**src/flp_pkg.sv**
```systemverilog
package flp_pkg;

	localparam int SAMPLE_BITS_DEF = 24;
	localparam int COEF_FRAC_DEF   = 24;
	localparam int NUM_STAGES      = 4;
	localparam int IDX_W           = $clog2(NUM_STAGES);
	localparam int STATE_W         = 32;
	localparam int MA_W            = STATE_W + 1;
	localparam int SPLIT_W         = 20;
	localparam int FB_W            = 36;
	localparam int DRV_W           = 40;
	localparam int CFG_IDX_W       = 3;

	// reset coefficients at 24 fraction bits
	localparam logic [31:0] RST_STAGE_GAIN = 32'd1117530;
	localparam logic [31:0] RST_INPUT_GAIN = 32'd16777216;
	localparam logic [31:0] RST_RESONANCE  = 32'd0;
	localparam logic [31:0] RST_TAP_ONE    = 32'd4628;
	localparam logic [31:0] RST_TAP_TWO    = 32'd69480;
	localparam logic [31:0] RST_TAP_THREE  = 32'd1043087;
	localparam logic [31:0] RST_TAP_FOUR   = 32'd15659700;

	typedef enum logic [CFG_IDX_W-1:0] {
		REG_STAGE_GAIN,
		REG_INPUT_GAIN,
		REG_RESONANCE,
		REG_TAP_ONE,
		REG_TAP_TWO,
		REG_TAP_THREE,
		REG_TAP_FOUR
	} cfg_reg_t;

	typedef enum logic [2:0] {
		MA_ST,
		MA_FB_LO,
		MA_FB_HI,
		MA_DRV_LO,
		MA_DRV_HI,
		MA_DIFF
	} ma_sel_t;

	typedef enum logic [1:0] {
		MB_TAP,
		MB_RES,
		MB_GAIN,
		MB_STAGE
	} mb_sel_t;

	typedef enum logic [3:0] {
		PO_NONE,
		PO_LOAD,
		PO_FB_ACC,
		PO_ACC_LO,
		PO_ACC_HI,
		PO_DRIVE,
		PO_SIN,
		PO_V,
		PO_Y,
		PO_ST,
		PO_OUT
	} post_t;

	typedef struct packed {
		logic             mul_en;
		ma_sel_t          ma;
		mb_sel_t          mb;
		logic [IDX_W-1:0] idx;
		post_t            post;
	} flp_cmd_t;

	// rescale a 24-fraction-bit reset constant
	function automatic logic [31:0] coef_at(input logic [31:0] v24, input int frac);
		if (frac >= 24)
			return v24 << (frac - 24);
		return v24 >> (24 - frac);
	endfunction

	function automatic logic signed [STATE_W-1:0] sat32(input logic signed [63:0] x);
		if (x > 64'sd2147483647)
			return 32'sh7fffffff;
		if (x < -64'sd2147483648)
			return 32'sh80000000;
		return x[STATE_W-1:0];
	endfunction

endpackage

```
**src/flp_ctrl.sv**
```systemverilog
module flp_ctrl (
	input  logic              clk,
	input  logic              arst_n,
	input  logic              feed_valid,
	output logic              feed_ready,
	output logic              res_valid,
	input  logic              res_ready,
	output flp_pkg::flp_cmd_t cmd
);
	import flp_pkg::*;

	typedef enum logic [3:0] {
		S_IDLE,
		S_FB,
		S_RLO,
		S_RHI,
		S_RACC,
		S_DRV,
		S_GLO,
		S_GHI,
		S_GACC,
		S_SIN,
		S_SMUL,
		S_V,
		S_Y,
		S_ST,
		S_OUT
	} state_t;

	state_t     state_q;
	logic [2:0] cnt_q;
	logic       res_valid_q;
	logic       out_load;

	assign feed_ready = (state_q == S_IDLE);
	assign res_valid  = res_valid_q;
	assign out_load   = (state_q == S_OUT) && (!res_valid_q || res_ready);

	always_ff @(posedge clk or negedge arst_n) begin
		if (!arst_n) begin
			state_q     <= S_IDLE;
			cnt_q       <= '0;
			res_valid_q <= 1'b0;
		end else begin
			if (out_load)
				res_valid_q <= 1'b1;
			else if (res_ready)
				res_valid_q <= 1'b0;

			unique case (state_q)
				S_IDLE: begin
					if (feed_valid) begin
						state_q <= S_FB;
						cnt_q   <= '0;
					end
				end
				S_FB: begin
					if (cnt_q == 3'(NUM_STAGES))
						state_q <= S_RLO;
					else
						cnt_q <= cnt_q + 3'd1;
				end
				S_RLO:  state_q <= S_RHI;
				S_RHI:  state_q <= S_RACC;
				S_RACC: state_q <= S_DRV;
				S_DRV:  state_q <= S_GLO;
				S_GLO:  state_q <= S_GHI;
				S_GHI:  state_q <= S_GACC;
				S_GACC: state_q <= S_SIN;
				S_SIN: begin
					state_q <= S_SMUL;
					cnt_q   <= '0;
				end
				S_SMUL: state_q <= S_V;
				S_V:    state_q <= S_Y;
				S_Y:    state_q <= S_ST;
				S_ST: begin
					if (cnt_q[IDX_W-1:0] == IDX_W'(NUM_STAGES - 1)) begin
						state_q <= S_OUT;
					end else begin
						cnt_q   <= cnt_q + 3'd1;
						state_q <= S_SMUL;
					end
				end
				S_OUT: begin
					if (out_load)
						state_q <= S_IDLE;
				end
				default: state_q <= S_IDLE;
			endcase
		end
	end

	always_comb begin
		cmd        = '0;
		cmd.mul_en = 1'b0;
		cmd.ma     = MA_ST;
		cmd.mb     = MB_TAP;
		cmd.idx    = cnt_q[IDX_W-1:0];
		cmd.post   = PO_NONE;
		unique case (state_q)
			S_IDLE: cmd.post = feed_valid ? PO_LOAD : PO_NONE;
			S_FB: begin
				cmd.mul_en = (cnt_q != 3'(NUM_STAGES));
				cmd.post   = (cnt_q != 3'd0) ? PO_FB_ACC : PO_NONE;
			end
			S_RLO: begin
				cmd.mul_en = 1'b1;
				cmd.ma     = MA_FB_LO;
				cmd.mb     = MB_RES;
			end
			S_RHI: begin
				cmd.mul_en = 1'b1;
				cmd.ma     = MA_FB_HI;
				cmd.mb     = MB_RES;
				cmd.post   = PO_ACC_LO;
			end
			S_RACC: cmd.post = PO_ACC_HI;
			S_DRV:  cmd.post = PO_DRIVE;
			S_GLO: begin
				cmd.mul_en = 1'b1;
				cmd.ma     = MA_DRV_LO;
				cmd.mb     = MB_GAIN;
			end
			S_GHI: begin
				cmd.mul_en = 1'b1;
				cmd.ma     = MA_DRV_HI;
				cmd.mb     = MB_GAIN;
				cmd.post   = PO_ACC_LO;
			end
			S_GACC: cmd.post = PO_ACC_HI;
			S_SIN:  cmd.post = PO_SIN;
			S_SMUL: begin
				cmd.mul_en = 1'b1;
				cmd.ma     = MA_DIFF;
				cmd.mb     = MB_STAGE;
			end
			S_V:   cmd.post = PO_V;
			S_Y:   cmd.post = PO_Y;
			S_ST:  cmd.post = PO_ST;
			S_OUT: cmd.post = out_load ? PO_OUT : PO_NONE;
			default: cmd.post = PO_NONE;
		endcase
	end

endmodule

```
**config.mk**
```make
export PLATFORM = sky130hd
export DESIGN_NAME = flp_ctrl
export DESIGN_NICKNAME = d
export VERILOG_FILES = /design/src/flp_pkg.sv /design/src/flp_ctrl.sv
export SDC_FILE = /design/constraint.sdc
export NUM_CORES = 1
export LEC_CHECK = 0
export BUFFER_PORTS_ARGS = -buffer_cell sky130_fd_sc_hd__buf_4
export CORE_MARGIN = 10
export CORE_UTILIZATION = 45
export DETAILED_ROUTE_END_ITERATION = 10
export HOLD_SLACK_MARGIN = 0.03
export PLACE_DENSITY = 0.77
export SLEW_MARGIN = 20
export SYNTH_ARGS = -nofsm -noshare
export SYNTH_HDL_FRONTEND = slang
export SYNTH_SLANG_ARGS = --single-unit
```
**constraint.sdc**
```tcl
create_clock -name clk -period 1.6 [get_ports clk]
set_input_delay 0.16 -clock clk [delete_from_list [all_inputs] [get_ports clk]]
set_output_delay 0.16 -clock clk [all_outputs]
set_load 0.1 [all_outputs]
```
==> summary.txt, run 1 <==
Yosys
  • Post-synthesis instance area: roughly 700 um^2
  • Post-synthesis cell type count: 35
  • Synthesized net count: 94
  • Syn. warnings: 0
  • Post-synth top cells: nand2_1 (10), dfrtp_1 (8), o21ai_0 (8)
  • Count of flip-flops with a built-in enable after synthesis: 0
  • Most frequent cell after synthesis: nand2_1
  • Yosys reg bits: 8
  • Cell taking the most area after synthesis: dfrtp_1
  • Post-synthesis instance total: just under 90
  • Seq/Total Area, Yosys: 0.293
  • Synth Area per Inst: about 7.8 um^2
  • Synth area leaders: dfrtp_1 (29%), nand2b_1 (6.4%), o21ai_0 (5.9%), nand2_1 (5.5%), a21oi_1 (3.7%)
  • Top FF cell, synth: dfrtp_1
  • Yosys top cell area share: 0.293
  • Post-synth ARST share: 1.00

Global routing
  • Largest net degree at the start of global routing: 9

Clocking
  • H-tree depth: 1
  • Total clock buffers created by CTS: 3
  • Clock buffer depth: 2
  • Sink Count: 8
  • Root buffer cell: clkbuf_4

Die
  • Core Rows: 14
  • Die Y: 59 um
  • Initial core utilization: 0.465
  • DIE WIDTH: 59 um
  • Ports: 18

Timing
  • GR repair worst EP: cmd[1]
  • Worst endpoint pin kind: output port

Place
  • GPL Wtd Cong: around 0.86
  • Dpl hpwl: 1690 um
  • Port-buffer cells: 17
  • Placed Cells: ~140

Outcome
  • Err: [ERROR DPL-0038] Utilization greater than 100%, impossible to legalize
  • Last stage reached: 5_1_grt
  • Outcome: aborted with a tool error
-- through the flow --
stage	hold slack [ns]	util	worst slack [ns]	area, um^2
after CTS	0.188	0.923	-0.0981	1360
after global placement	-0.0174	0.730	-0.00953	1070
after detailed placement	-0.0162	0.730	-0.0529	1070
after floorplan	-0.136	-	-0.451	798
-- kinds of logic after synthesis --
family,Yosys count,share of synthesized area
AOI/OAI and AO/OA,29,0.278
xor gates and xnor gates,1,0.0128
adders and majority gates,2,0.0366
buffers and inverters,12,0.0822
DFF,8,0.293
muxes,1,0.0165
and+or+nand+nor,35,0.282
-- what timing repair did --
action / in CTS
buffers inserted: 12
gates resized for setup: 47
endpoints found under the setup margin: 14
hold buffers: 1
pin swaps: 9
endpoints found under the hold margin: 8
==> run 2, diff against run 1 <==
- CORE_AREA: not set -> 10 10 71 73
- CORE_MARGIN: 10 -> not set
- CORE_UTILIZATION: 45 -> not set
- DIE_AREA: not set -> 0 0 81 83
- HOLD_SLACK_MARGIN: 0.03 -> not set
- PLACE_DENSITY: 0.77 -> not set
- PLACE_DENSITY_LB_ADDON: not set -> 0.15
- clock period: 1.6 -> 2.1 ns (I/O delays scaled with it)
==> run 2 against run 1 <==
Net effect: the flow now finishes without violations; area after synthesis stayed put; synthesized cell count stayed put.
==> summary.txt, run 2 <==
Clocking
  • Worst-path clk slew: 0.04 ns
  • Total clock buffers created by CTS: 3 (unchanged)
  • CTS tree: yes
  • Root buffer cell: clkbuf_8
  • H-tree depth: 1 (unchanged)
  • Clock Latency Late Sink: 0.23 ns
  • Sink Count: 8 (unchanged)
  • Clock buffer depth: 2 (unchanged)
  • Setup fix buffers added after clock tree synthesis: 0 (-12)

Detailed routing
  • Residual DRC: 0
  • Vias/cell: 4.59
  • 1st-iter DRT viols: 90
  • WL final: 1960 um
  • Via Count: 698
  • Antenna-violating nets left: 0
  • WL/cell: 12.9 um
  • DRT Pass-1 Iters: 4

Global routing
  • Vias in the first global route: between 600 and 700
  • Initial antenna violation count: 0
  • Global-route wire length before repair: ~3200 um
  • Global Route Usage Sum: 0.0598
  • Largest net degree at the start of global routing: 23
  • Total gr overflow: 0

Outcome
  • Outcome: finished clean

Finish
  • Most frequent cells in the layout: buf_4 (20), nand2_1 (10), dfrtp_1 (8)
  • Commonest non-fill, non-tap cell in the layout: buf_4
  • Final net count: 112
  • Filler Cells Inserted: roughly 420
  • Reg with most FFs: state_q
  • Flip-flop count of the largest register after layout: 4
  • Layout cells sized above 1: 0.346
  • Ant diodes: 0
  • Area Overhead vs Synth: 41.0%

Timing
  • Final worst slack: 0.103 ns
  • RSZ-0062 raised after global routing: no
  • Fin crit share: 0.951
  • Maximum clock rate: 501 MHz
  • Worst-Margin Slew: about 0.45 ns
  • Final hold violations: 0
  • Clk_skew: between 0.002 and 0.0025 ns
  • Slew Limit Fails: 0
  • Final min period: about 2 ns
  • Final setup viols: 0
  • Slew headroom: 0.698

Setup path
  • Worst path required time: 1.89 ns
  • Worst setup EP type: output port
  • WP buf/inv: 1
  • Worst Setup Start Kind: flip-flop
  • Crit-path max cell delay: 0.53 ns
  • Crit Path Class: flip-flop to output port
  • Max Fanout on Critical Path: 13
  • Critical Path AT: 1.79 ns
  • CP max stage cell: dfrtp_1
  • CP cell instances: or3_1, nor2_4, a22o_4, buf_4
  • Top delay family on crit path: simple AND/OR/NAND/NOR gates

Yosys
  • Post-synthesis cell type count: 35 (unchanged)
  • Yosys reg bits: 8 (unchanged)
  • Synthesized net count: 94 (unchanged)
  • Most frequent cell after synthesis: nand2_1
  • Count of flip-flops with a built-in enable after synthesis: 0 (unchanged)
  • Post-synthesis instance area: 684 um^2 (unchanged)
  • Syn. warnings: 0 (unchanged)
  • Yosys top cell area share: 0.293 (unchanged)
  • Cell taking the most area after synthesis: dfrtp_1
  • Synth Area per Inst: 7.78 um^2 (unchanged)
  • Top FF cell, synth: dfrtp_1
  • Post-synthesis instance total: 88 (unchanged)
  • Post-synth top cells: nand2_1 (10), dfrtp_1 (8), o21ai_0 (8)
  • Synth area leaders: dfrtp_1 (29%), nand2b_1 (6.4%), o21ai_0 (5.9%), nand2_1 (5.5%), a21oi_1 (3.7%)
  • Post-synth ARST share: 1.00 (unchanged)
  • Seq/Total Area, Yosys: 0.293 (unchanged)

Place
  • Worst slack at placement: 0.339 ns (+0.392 ns)
  • GPL Wtd Cong: 0.750 (-13%)
  • Port-buffer cells: 17 (unchanged)
  • Dpl hpwl: 1530 um (-9.4%)

Die
  • Core area: 0.00363 mm^2
  • Core Rows: 22 (+8)
  • Die Y: 83 um (+41%)
  • DIE WIDTH: 81 um (+37%)
  • Initial core utilization: 0.188 (-0.277)
  • DIE AREA: 0.00672 mm^2
  • Ports: 18 (unchanged)

Job
  • Max cap viols: 0

Worst hold path
  • Worst Hold Class: input pin to flip-flop
run 2: cell counts after synthesis:
Identical to the previous run, type by type.
run 2: worst reg2reg max path, cell delays in order, from the launching register on:
cell and delay [ns]:
dfrtp_1 0.61, nor2b_4 0.08, a31o_1 0.25, or3_1 0.39
mux2_2 0.27
run 2: area by class of cell:
class,instances,area [um^2],share of cell area
repair buffers,21,160,0.166
inverters,4,15.0,0.0156
clock buffers,3,41.3,0.0428
multi-input cells,68,488,0.506
flip-flops and latches,8,200,0.208
well taps,48,60.1,0.0623
run 2: kinds of logic (layout without fill, tap and decap cells):
group                      Yosys count  in the layout  share of synthesized area
AOI/OAI and AO/OA                   29             29                      0.278
xor gates and xnor gates             1              1                     0.0128
adders and majority gates            2              2                     0.0366
buffers and inverters               12             28                     0.0822
DFF                                  8              8                      0.293
muxes                                1              1                     0.0165
and+or+nand+nor                     35             35                      0.282
run 2: metrics by stage:
step	utilization	area [um^2]	TNS [ns]	hold slack, ns	instances
5_1_grt	0.265	965	0	0.285	152
2_1_floorplan	-	744	-0.110	-0.0856	88
3_5_place_dp	0.251	913	0	0.0397	148
3_3_place_gp	0.251	913	0	0.0387	148
6_report	0.265	965	0	0.279	152
4_1_cts	0.265	965	0	0.283	152
run 2: worst paths after layout:
path / start / end / slack (ns) / cells after the start
worst max-delay path: state_q[3] / cmd[0] / 0.10 / 4
min in group asynchronous: arst_n / cnt_q[1] / 0.34 / 2
worst min-delay path: feed_valid / state_q[0] / 0.28 / 2
max in group asynchronous: arst_n / state_q[3] / 1.63 / 2
worst max register to register: state_q[3] / cnt_q[0] / 0.38 / 4
worst min register to register: cnt_q[1] / cnt_q[1] / 0.59 / 1
run 2: metal layers:
layer,GRT usage,up-vias,part of all wire
met5,0,-,0
met4,0.0376,0,0.024
met3,0.0183,4,0.070
met2,0.0908,19,0.51
met1,0.0703,332,0.40
li1,-,343,-
run 2: what timing repair did:
item                                   CTS  global route
gates resized for setup                  0             0
hold buffers                             1             0
endpoints found under the hold margin    8             0
Power of run 2 is not shown: default switching activity piles up to over one toggle a cycle in this logic, so the estimate is an artifact.
